[src/rtl/mnb_pkg.sv]
// ----------------------------------------------------------------------------
// mnb_pkg: shared types and constants for the meter needle ballistics block
// Transaction payloads, configuration register map, sequencer states.
// ----------------------------------------------------------------------------
package mnb_pkg;

	localparam int VALUE_WIDTH_DEF = 16;   // default width of target/display state
	localparam int FIELD_W         = 16;   // width of value, angle and range fields
	localparam int SHIFT_W         = 5;    // attack/decay shift width
	localparam int CFG_IDX_W       = 3;    // configuration register index width
	localparam int DIVISOR_W       = 16;   // divisor width of the shared divider
	localparam int PCT_W           = 24;   // magnitude width kept for the percentage
	localparam int PCT_SCALE       = 100;  // percent scale

	// register reset values
	localparam logic signed [FIELD_W-1:0] MIN_RST       = 16'sd0;
	localparam logic signed [FIELD_W-1:0] MAX_RST       = 16'sd100;
	localparam logic signed [FIELD_W-1:0] ANGLE_BEG_RST = 16'sd0;
	localparam logic signed [FIELD_W-1:0] ANGLE_END_RST = 16'sd180;

	typedef enum logic {
		OP_SET  = 1'b0,
		OP_TICK = 1'b1
	} op_t;

	typedef enum logic [CFG_IDX_W-1:0] {
		CFG_MIN_VALUE    = 3'd0,
		CFG_MAX_VALUE    = 3'd1,
		CFG_ATTACK_SHIFT = 3'd2,
		CFG_DECAY_SHIFT  = 3'd3,
		CFG_ANGLE_START  = 3'd4,
		CFG_ANGLE_END    = 3'd5
	} cfg_idx_t;

	typedef struct packed {
		logic signed [FIELD_W-1:0] min_value;
		logic signed [FIELD_W-1:0] max_value;
		logic        [SHIFT_W-1:0] attack_shift;
		logic        [SHIFT_W-1:0] decay_shift;
		logic signed [FIELD_W-1:0] angle_start;
		logic signed [FIELD_W-1:0] angle_end;
	} cfg_t;

	typedef struct packed {
		op_t                       op;
		logic signed [FIELD_W-1:0] value;
	} item_t;

	typedef struct packed {
		logic signed [FIELD_W-1:0] shown_value;
		logic signed [FIELD_W-1:0] needle_angle;
		logic                      settled;
	} result_t;

	typedef enum logic [1:0] {
		ST_IDLE = 2'd0,   // waiting for a transaction
		ST_PCT  = 2'd1,   // divider forms the percentage
		ST_MUL  = 2'd2,   // angle span times percentage, divider restarted by 100
		ST_ANG  = 2'd3    // divider forms the angle offset
	} st_t;

endpackage

[src/rtl/mnb_cfg_regs.sv]
// ----------------------------------------------------------------------------
// mnb_cfg_regs: configuration register file
// Plain write port; indexes past the map are dropped.
// ----------------------------------------------------------------------------
module mnb_cfg_regs (
	input  logic                               clk,
	input  logic                               arst_n,
	input  logic                               we,
	input  logic [mnb_pkg::CFG_IDX_W-1:0]      index,
	input  logic [mnb_pkg::FIELD_W-1:0]        wdata,
	output mnb_pkg::cfg_t                      cfg
);

	mnb_pkg::cfg_t cfg_q;

	always_ff @(posedge clk or negedge arst_n) begin
		if (!arst_n) begin
			cfg_q.min_value    <= mnb_pkg::MIN_RST;
			cfg_q.max_value    <= mnb_pkg::MAX_RST;
			cfg_q.attack_shift <= '0;
			cfg_q.decay_shift  <= '0;
			cfg_q.angle_start  <= mnb_pkg::ANGLE_BEG_RST;
			cfg_q.angle_end    <= mnb_pkg::ANGLE_END_RST;
		end else if (we) begin
			unique case (mnb_pkg::cfg_idx_t'(index))
				mnb_pkg::CFG_MIN_VALUE:    cfg_q.min_value    <= wdata;
				mnb_pkg::CFG_MAX_VALUE:    cfg_q.max_value    <= wdata;
				mnb_pkg::CFG_ATTACK_SHIFT: cfg_q.attack_shift <= wdata[mnb_pkg::SHIFT_W-1:0];
				mnb_pkg::CFG_DECAY_SHIFT:  cfg_q.decay_shift  <= wdata[mnb_pkg::SHIFT_W-1:0];
				mnb_pkg::CFG_ANGLE_START:  cfg_q.angle_start  <= wdata;
				mnb_pkg::CFG_ANGLE_END:    cfg_q.angle_end    <= wdata;
				default: ;
			endcase
		end
	end

	assign cfg = cfg_q;

endmodule

[src/rtl/mnb_divider.sv]
// ----------------------------------------------------------------------------
// mnb_divider: shared unsigned restoring divider
// One quotient bit per cycle, one-cycle done pulse after the last.
// ----------------------------------------------------------------------------
module mnb_divider #(
	parameter int DW = 40
) (
	input  logic                              clk,
	input  logic                              arst_n,
	input  logic                              start,
	input  logic [DW-1:0]                     dividend,
	input  logic [mnb_pkg::DIVISOR_W-1:0]     divisor,
	output logic                              done,
	output logic [DW-1:0]                     quotient
);

	localparam int CW = $clog2(DW + 1);
	localparam int RW = mnb_pkg::DIVISOR_W;

	logic [DW-1:0] quo_q;
	logic [RW-1:0] rem_q;
	logic [RW-1:0] dvs_q;
	logic [CW-1:0] cnt_q;
	logic          busy_q;
	logic          done_q;
	logic [RW:0]   trial;
	logic [RW:0]   diff;
	logic          ge;

	assign trial = {rem_q, quo_q[DW-1]};
	assign diff  = trial - {1'b0, dvs_q};
	assign ge    = trial >= {1'b0, dvs_q};

	always_ff @(posedge clk or negedge arst_n) begin
		if (!arst_n) begin
			busy_q <= 1'b0;
			done_q <= 1'b0;
			cnt_q  <= '0;
		end else begin
			done_q <= busy_q && (cnt_q == CW'(1));
			if (start && !busy_q) begin
				busy_q <= 1'b1;
				cnt_q  <= CW'(DW);
			end else if (busy_q) begin
				cnt_q <= cnt_q - 1'b1;
				if (cnt_q == CW'(1)) begin
					busy_q <= 1'b0;
				end
			end
		end
	end

	always_ff @(posedge clk) begin
		if (start && !busy_q) begin
			quo_q <= dividend;
			rem_q <= '0;
			dvs_q <= divisor;
		end else if (busy_q) begin
			quo_q <= {quo_q[DW-2:0], ge};
			rem_q <= ge ? diff[RW-1:0] : trial[RW-1:0];
		end
	end

	assign done     = done_q;
	assign quotient = quo_q;

endmodule

[src/rtl/meter_needle_ballistics.sv]
// ----------------------------------------------------------------------------
// meter_needle_ballistics: VU meter attack/decay needle ballistics
// Keeps a target and a displayed value, steps the display toward the target
// on each tick and reports the needle angle of the value drawn.
// ----------------------------------------------------------------------------
//
//  channel  | signals                               | direction
//  ---------+---------------------------------------+-----------
//  item     | item_valid, item_ready, item          | in
//  result   | result_valid, result_ready, result    | out
//  config   | cfg_we, cfg_index, cfg_data           | in
//
// A set transaction, like a tick while max_value equals min_value, loads
// its result at acceptance. Any other tick runs the shared restoring
// divider twice, once for the percentage and once for the division by
// 100, one quotient bit per cycle.
// item_ready is high only in the idle state with the result register free
// or being emptied, so one result waits at most. No clearing pass: reset
// puts target, display and the register file at their reset values at once.
//
module meter_needle_ballistics #(
	parameter int VALUE_WIDTH = mnb_pkg::VALUE_WIDTH_DEF
) (
	input  logic                           clk,
	input  logic                           arst_n,
	input  logic                           item_valid,
	output logic                           item_ready,
	input  mnb_pkg::item_t                 item,
	output logic                           result_valid,
	input  logic                           result_ready,
	output mnb_pkg::result_t               result,
	input  logic                           cfg_we,
	input  logic [mnb_pkg::CFG_IDX_W-1:0]  cfg_index,
	input  logic [mnb_pkg::FIELD_W-1:0]    cfg_data
);

	localparam int VW   = VALUE_WIDTH;
	localparam int FW   = mnb_pkg::FIELD_W;
	localparam int SW   = ((VW > FW) ? VW : FW) + 1;        // common signed width
	localparam int DIVW = (SW + 7 > 40) ? SW + 7 : 40;      // divider word
	localparam int AW   = DIVW + 2;                         // angle sum width
	localparam int PW   = mnb_pkg::PCT_W;

	localparam logic signed [AW-1:0] ANG_HI = AW'(2 ** (FW - 1) - 1);
	localparam logic signed [AW-1:0] ANG_LO = AW'(-(2 ** (FW - 1)));

	mnb_pkg::cfg_t    cfg;
	mnb_pkg::st_t     state_q, state_d;
	mnb_pkg::result_t res_q;
	logic             res_valid_q;

	logic signed [VW-1:0] target_q;
	logic signed [VW-1:0] display_q;

	// sequencer controls
	logic accept;
	logic is_tick;
	logic span_empty;
	logic div_start;
	logic div_done;
	logic quick_done;     // result ready in the accept cycle
	logic finish;         // angle done, result goes out
	logic load_pct;
	logic [DIVW-1:0]          div_dividend;
	logic [DIVW-1:0]          div_quotient;
	logic [mnb_pkg::DIVISOR_W-1:0] div_divisor;

	mnb_cfg_regs u_cfg (
		.clk    (clk),
		.arst_n (arst_n),
		.we     (cfg_we),
		.index  (cfg_index),
		.wdata  (cfg_data),
		.cfg    (cfg)
	);

	mnb_divider #(.DW(DIVW)) u_div (
		.clk      (clk),
		.arst_n   (arst_n),
		.start    (div_start),
		.dividend (div_dividend),
		.divisor  (div_divisor),
		.done     (div_done),
		.quotient (div_quotient)
	);

	assign accept  = item_valid && item_ready;
	assign is_tick = (item.op == mnb_pkg::OP_TICK);

	// ---------------- set path: clamp and optional jump ----------------
	logic signed [SW-1:0] cur_x, val_x, min_x, max_x;
	logic                 below, above, jump;
	logic signed [FW-1:0] clamp_v;
	logic signed [VW-1:0] tgt_new;

	assign cur_x = SW'(display_q);
	assign val_x = SW'(item.value);
	assign min_x = SW'(cfg.min_value);
	assign max_x = SW'(cfg.max_value);

	// below-min is checked first, so an inverted range stores min_value for a value below it, else max_value
	assign below   = val_x < min_x;
	assign above   = val_x > max_x;
	assign clamp_v = below ? cfg.min_value : (above ? cfg.max_value : item.value);
	assign tgt_new = VW'(clamp_v);
	// only an in-range set may jump the needle
	assign jump    = !below && !above &&
	                 (((cur_x < val_x) && (cfg.attack_shift == '0)) ||
	                  ((cur_x > val_x) && (cfg.decay_shift == '0)));

	// ---------------- tick path: step toward the target ----------------
	logic signed [VW:0]           delta, delta_neg;
	logic                         up, at_target;
	logic [VW-1:0]                mag, mag_sh, step, disp_step;
	logic [mnb_pkg::SHIFT_W-1:0]  sh;
	logic signed [VW-1:0]         disp_next;

	assign delta     = (VW + 1)'(target_q) - (VW + 1)'(display_q);
	assign delta_neg = -delta;
	assign up        = delta > 0;
	assign at_target = delta == 0;
	assign mag       = up ? delta[VW-1:0] : delta_neg[VW-1:0];
	assign sh        = up ? cfg.attack_shift : cfg.decay_shift;
	assign mag_sh    = mag >> sh;
	// zero shift jumps, otherwise the step is never below 1
	assign step      = (sh == '0) ? mag : ((mag_sh == '0) ? VW'(1) : mag_sh);
	assign disp_step = up ? (display_q + step) : (display_q - step);

	always_comb begin
		if (is_tick) begin
			disp_next = at_target ? display_q : disp_step;
		end else begin
			disp_next = jump ? tgt_new : display_q;
		end
	end

	// ---------------- angle operands, taken before stepping ----------------
	logic signed [SW-1:0] rel, rel_neg;
	logic [SW-1:0]        rel_mag;
	logic [DIVW-1:0]      rel_ext, pct_num;
	logic signed [FW:0]   span, span_neg, dang, dang_neg;
	logic [FW-1:0]        span_mag, dang_mag;

	assign rel      = cur_x - min_x;
	assign rel_neg  = -rel;
	assign rel_mag  = rel[SW-1] ? rel_neg : rel;
	assign rel_ext  = DIVW'(rel_mag);
	// times 100 as shifts and adds
	assign pct_num  = (rel_ext << 6) + (rel_ext << 5) + (rel_ext << 2);

	assign span       = (FW + 1)'(cfg.max_value) - (FW + 1)'(cfg.min_value);
	assign span_neg   = -span;
	assign span_mag   = span[FW] ? span_neg[FW-1:0] : span[FW-1:0];
	assign span_empty = (span == '0);

	assign dang     = (FW + 1)'(cfg.angle_end) - (FW + 1)'(cfg.angle_start);
	assign dang_neg = -dang;
	assign dang_mag = dang[FW] ? dang_neg[FW-1:0] : dang[FW-1:0];

	// operands held across the divider passes
	logic          pct_neg_q;
	logic          dang_neg_q;
	logic [FW-1:0] dang_mag_q;
	logic [PW-1:0] pct_q;
	logic [PW-1:0] pct_sat;

	// Past 2^24-1 the angle saturates whatever the span, so the
	// percentage is held there; a zero angle span still gives start.
	assign pct_sat = (|div_quotient[DIVW-1:PW]) ? '1 : div_quotient[PW-1:0];

	// ---------------- final angle: signed offset, add, saturate ----------------
	logic signed [AW-1:0] term_pos, term, ang_sum;
	logic signed [FW-1:0] ang_sat;

	assign term_pos = AW'(div_quotient);
	assign term     = (pct_neg_q ^ dang_neg_q) ? -term_pos : term_pos;
	assign ang_sum  = AW'(cfg.angle_start) + term;

	always_comb begin
		if (ang_sum > ANG_HI) begin
			ang_sat = {1'b0, {(FW - 1){1'b1}}};
		end else if (ang_sum < ANG_LO) begin
			ang_sat = {1'b1, {(FW - 1){1'b0}}};
		end else begin
			ang_sat = ang_sum[FW-1:0];
		end
	end

	// ---------------- sequencer ----------------
	always_comb begin
		state_d = state_q;
		unique case (state_q)
			mnb_pkg::ST_IDLE: begin
				if (accept && is_tick && !span_empty) begin
					state_d = mnb_pkg::ST_PCT;
				end
			end
			mnb_pkg::ST_PCT: begin
				if (div_done) begin
					state_d = mnb_pkg::ST_MUL;
				end
			end
			mnb_pkg::ST_MUL: begin
				state_d = mnb_pkg::ST_ANG;
			end
			mnb_pkg::ST_ANG: begin
				if (div_done) begin
					state_d = mnb_pkg::ST_IDLE;
				end
			end
			default: begin
				state_d = mnb_pkg::ST_IDLE;
			end
		endcase
	end

	always_comb begin
		item_ready   = (state_q == mnb_pkg::ST_IDLE) && (!res_valid_q || result_ready);
		quick_done   = accept && (!is_tick || span_empty);
		load_pct     = (state_q == mnb_pkg::ST_PCT) && div_done;
		finish       = (state_q == mnb_pkg::ST_ANG) && div_done;
		div_start    = (accept && is_tick && !span_empty) || (state_q == mnb_pkg::ST_MUL);
		// idle: percentage pass; otherwise the product goes into the divider
		if (state_q == mnb_pkg::ST_IDLE) begin
			div_dividend = pct_num;
			div_divisor  = span_mag;
		end else begin
			div_dividend = DIVW'(dang_mag_q) * DIVW'(pct_q);
			div_divisor  = mnb_pkg::DIVISOR_W'(mnb_pkg::PCT_SCALE);
		end
	end

	always_ff @(posedge clk or negedge arst_n) begin
		if (!arst_n) begin
			state_q     <= mnb_pkg::ST_IDLE;
			res_valid_q <= 1'b0;
			target_q    <= '0;
			display_q   <= '0;
		end else begin
			state_q <= state_d;
			if (quick_done || finish) begin
				res_valid_q <= 1'b1;
			end else if (result_ready) begin
				res_valid_q <= 1'b0;
			end
			if (accept) begin
				display_q <= disp_next;
				if (!is_tick) begin
					target_q <= tgt_new;
				end
			end
		end
	end

	always_ff @(posedge clk) begin
		if (accept) begin
			res_q.shown_value <= FW'(disp_next);
			res_q.settled     <= is_tick && at_target;
			res_q.needle_angle <= is_tick ? cfg.angle_start : '0;
			pct_neg_q  <= rel[SW-1] ^ span[FW];
			dang_neg_q <= dang[FW];
			dang_mag_q <= dang_mag;
		end
		if (load_pct) begin
			pct_q <= pct_sat;
		end
		if (finish) begin
			res_q.needle_angle <= ang_sat;
		end
	end

	assign result_valid = res_valid_q;
	assign result       = res_q;

	// ---------------- assertions ----------------
	// no result is offered while a tick is still being worked on
	assert property (@(posedge clk) disable iff (!arst_n)
		(state_q != mnb_pkg::ST_IDLE) |-> !result_valid)
		else $error("result offered while sequencer busy");

	// the divider only reports back during one of its two passes
	assert property (@(posedge clk) disable iff (!arst_n)
		div_done |-> ((state_q == mnb_pkg::ST_PCT) || (state_q == mnb_pkg::ST_ANG)))
		else $error("divider done outside a divide pass");

	// a tick over a non-empty range starts the percentage pass
	assert property (@(posedge clk) disable iff (!arst_n)
		(accept && is_tick && !span_empty) |=> (state_q == mnb_pkg::ST_PCT) && !result_valid)
		else $error("tick did not start the percentage pass");

	// a set, or a tick over an empty range, shows its result right away
	assert property (@(posedge clk) disable iff (!arst_n)
		quick_done |=> result_valid && (state_q == mnb_pkg::ST_IDLE))
		else $error("one-cycle transaction gave no result");

endmodule

[config.mk]
export PLATFORM = sky130hd
export DESIGN_NAME = meter_needle_ballistics
export DESIGN_NICKNAME = d
export VERILOG_FILES = /design/src/rtl/mnb_pkg.sv /design/src/rtl/mnb_cfg_regs.sv /design/src/rtl/mnb_divider.sv /design/src/rtl/meter_needle_ballistics.sv
export SDC_FILE = /design/constraint.sdc
export NUM_CORES = 2
export LEC_CHECK = 0
export BUFFER_PORTS_ARGS = -buffer_cell sky130_fd_sc_hd__buf_2
export CORE_AREA = 2 2 383 385
export DETAILED_ROUTE_END_ITERATION = 12
export DIE_AREA = 0 0 385 387
export GPL_TIMING_DRIVEN = 0
export MAX_ROUTING_LAYER = met4
export PLACE_DENSITY = 0.42
export SLEW_MARGIN = 20
export SYNTH_ARGS = -nofsm -noshare
export SYNTH_HDL_FRONTEND = slang
export SYNTH_HIERARCHICAL = 1
export SYNTH_SLANG_ARGS = --single-unit
export TNS_END_PERCENT = 20
[constraint.sdc]
create_clock -name clk -period 12.45 [get_ports clk]
set_clock_uncertainty 0.15 [all_clocks]
set_input_delay 0.6225 -clock clk [delete_from_list [all_inputs] [get_ports clk]]
set_output_delay 0.6225 -clock clk [all_outputs]
set_load 0.02 [all_outputs]
==> impl_metrics.toml <==
[timing]
tns_ns = 0
clock.fmax_ghz = 0.0891
tightest_slew_ns = 1.12
slew_headroom_pct = 24.4
final_hold_viol_count = 0
rsz0062_at_grt = "no"
fin_crit_sh_pct = 90.1
finalSetupViolCount = 0
final.setup.worst_slack_ns = 1.23
drv_slew = 0
period_minus_slack_ns = 11.22

[routing]
totalWireLength_um = 120000
drc = 0
vias = 28700
ant_nets = 0
avgRoutedWirePerCell_um = 19.6
drt-initial-drc-count = 1424
dr.pass1.iters = 5
drt-vias-per-instance = 4.68

[setup_path]
path_max_fanout = 10
crit_buf_inv = 2
r2r_slack_ns = 1.23
timing.rr.end = "result[32]"
r2r_start = "display_q[9]"
worst_ep_arrival_time_ns = 11.41
critPathSlowestCell = "mux2i_1"
critPathMaxStageDelay_ns = 0.90
path_delay_family = "compound AO/OA/AOI/OAI gates"
cp-start-kind = "flip-flop"
cp.required_ns = 12.64
cp_common_cell = "o21ai_0"
end_kind = "flip-flop"
path_class = "reg2reg"
reg2regPathDepth = 37

[synth]
synthFlopType = "edfxtp_1"
yosys_warnings = 6
async_reset_ff_share_pct = 44.3
synthTopCellsByArea = "fa_1, ha_1, edfxtp_1"
postSynthAreaPerCell_um2 = 8.81
synth_edf_count = 131
synth_top_area_share_pct = 18.2
netlist_area_um2 = 35900
ys_seq_area_share_pct = 20.0
synth.distinct_cells = 117
synth_nets = 4777
synth_area_leader_cell = "fa_1"
syn_inst = 4078
postSynthRegisterBits = 264

[run_status]
status = "complete, no violations"

[cells_and_area]
layout-drive-gt1-share_pct = 9.14
layout.nets = 4894
fillers = 15600
syn2layout_area_growth_pct = 11.1
fin_util_pct = 27.6

[grt]
grt_start_max_net_pins = 80
overflow = 0
grt_use_total_pct = 16.8
use_met2_pct = 28.5
antenna_found_initial = 3
grt_pass1_vias = 30000
grt_pass1_wl_um = 187000
grt_busiest_layer = "met2"
use_met3_pct = 1.36
grt_util_met1_pct = 21.7

[flow_run]
drv_cap = 0

[placement]
dp_hpwl_um = 99500
portBuffers = 75
pre_cts_ws_ns = 1.52
gp_congestion = 0.886

[min_path]
worstHoldStart = "result_ready"
worstHoldEndpoint = "result_valid"
holdPathStages = 3
hp-class = "in2reg"

[floorplanning]
initial_core_util_pct = 24.8
die_area_um2 = 149000
io_pins = 76
rows = 140
die_w_um = 385
fp.dieH_um = 387
core_area_um2 = 145000

[cts]
htreeDepth = 2
path_clk_slew_ns = 0.08
postCtsResizedCells = 0
clock_latency_ns = 0.61
cts_root_buffer = "clkbuf_16"
cts_tree = "built"
cts_sinks = 264
cts_made_buffers = 35
ctsLongestPathBuffers = 3
cell usage after synthesis (10+ instances only):
master and instances:
edfxtp_1 131, xor2_1 67, and2_1 139, o21a_1 31, or2_2 35, dfrtp_1 110, xnor2_1 167, nand3b_1 10
ha_1 331, nor3_1 77, nand2_1 528, dfxtp_1 16, o21ai_0 189, nand3_1 46, a21boi_0 23, o31ai_1 25
nand4_1 19, inv_1 551, nor2_1 220, o211ai_1 30, a21o_1 62, a21oi_1 182, nor4_1 16, mux2i_1 31
or3_1 37, a211oi_1 20, buf_6 11, and3_1 24, clkbuf_1 112, nand2b_1 41, mux2_2 127, buf_2 14
fa_1 327, a31oi_1 26, o2111ai_1 11, nor2b_1 40, o21bai_1 21
worst reg2reg max path, delay by kind of cell (launching register included):
kind	cells	cell delay, ns
AND/OR/NAND/NOR	7	1.79
AO/OA/AOI/OAI	24	6.37
flip-flops	1	0.63
buffers and inverters	2	0.27
multiplexers	1	0.90
adder cells (fa/ha/maj)	3	0.84
metal layers:
| layer | wire length (µm) | up-vias |
|---|---|---|
| met5 | 0 | - |
| met4 | 2770 | 0 |
| met3 | 3030 | 107 |
| met2 | 59100 | 373 |
| met1 | 55300 | 14200 |
| li1 | - | 14000 |
placed cells by master (no fill, tap or decap), drive strengths merged, types with 41 or more instances in the layout:
cell and n:
a21o 62, a21oi 186, and2 139, buf 111, clkbuf 162, dfrtp 110, edfxtp 131, fa 327
ha 331, inv 554, mux2 131, nand2 528, nand2b 41, nand3 46, nor2 220, nor2b 41
nor3 78, o21ai 200, xnor2 167, xor2 67
per-stage QoR:
| stage | instance area (µm²) | instances | hold WS [ns] |
|---|---|---|---|
| floorplan | 35900 | 4078 | 0.177 |
| global placement | 38700 | 6070 | 0.328 |
| detailed placement | 38800 | 6074 | 0.333 |
| CTS | 39900 | 6139 | 0.153 |
| global route | 39900 | 6140 | 0.215 |
| finish | 39900 | 6141 | 0.187 |
layout make-up:
type	instances	area (µm²)	share of cell area (%)
inverter	552	2070	5.19
clock inverter	15	170	0.426
timing repair buffer	80	475	1.19
buffer	145	662	1.66
clock buffer	49	938	2.35
tap	1917	2400	6.01
multi-input combinational	3117	26000	65.1
antenna	2	5.00	0.0125
sequential	264	7190	18.0
state kept, by name, summed over array words and instances, names as in the netlist, 6 cells and up:
name            flops
u_div/rem_q        16
u_div/dvs_q        16
result             33
u_div/quotient     40
u_div/cnt_q         6
display_q          16
dang_mag_q         16
pct_q              24
u_cfg/cfg          74
target_q           16
kinds of logic (layout without fill, tap and decap cells):
logic type | after synthesis | count (layout) | share of synthesized area, %
simple gates | 1277 | 1277 | 17.1
compound gates | 785 | 785 | 14.8
buf+inv | 697 | 841 | 7.60
fa+ha+maj | 658 | 658 | 29.8
flops | 264 | 264 | 20.0
xor+xnor | 234 | 234 | 5.71
mux | 163 | 163 | 5.05
other cells | 0 | 2 | 0
what timing repair did:
item                                    in CTS  in global routing
hold endpoints to repair                    36                  0
endpoints found under the setup margin       0                  0
buffers inserted                             0                  0
hold buffers                                 1                  0
how the worst max path moves through the flow:
stage            startpoint    endpoint  slack, ns  depth (start not counted)
5_1_grt        display_q[1]  result[32]       0.50                         37
6_report       display_q[9]  result[32]       1.23                         37
3_5_place_dp   display_q[4]  result[32]       1.52                         38
3_3_place_gp   display_q[4]  result[32]       1.39                         39
2_1_floorplan  display_q[0]  result[32]       3.52                         37
4_1_cts        display_q[4]  result[32]       1.39                         38
Power is left out: the tool's default activity adds up to more than one toggle a clock period on the data nets, which glitch-free logic cannot reach.
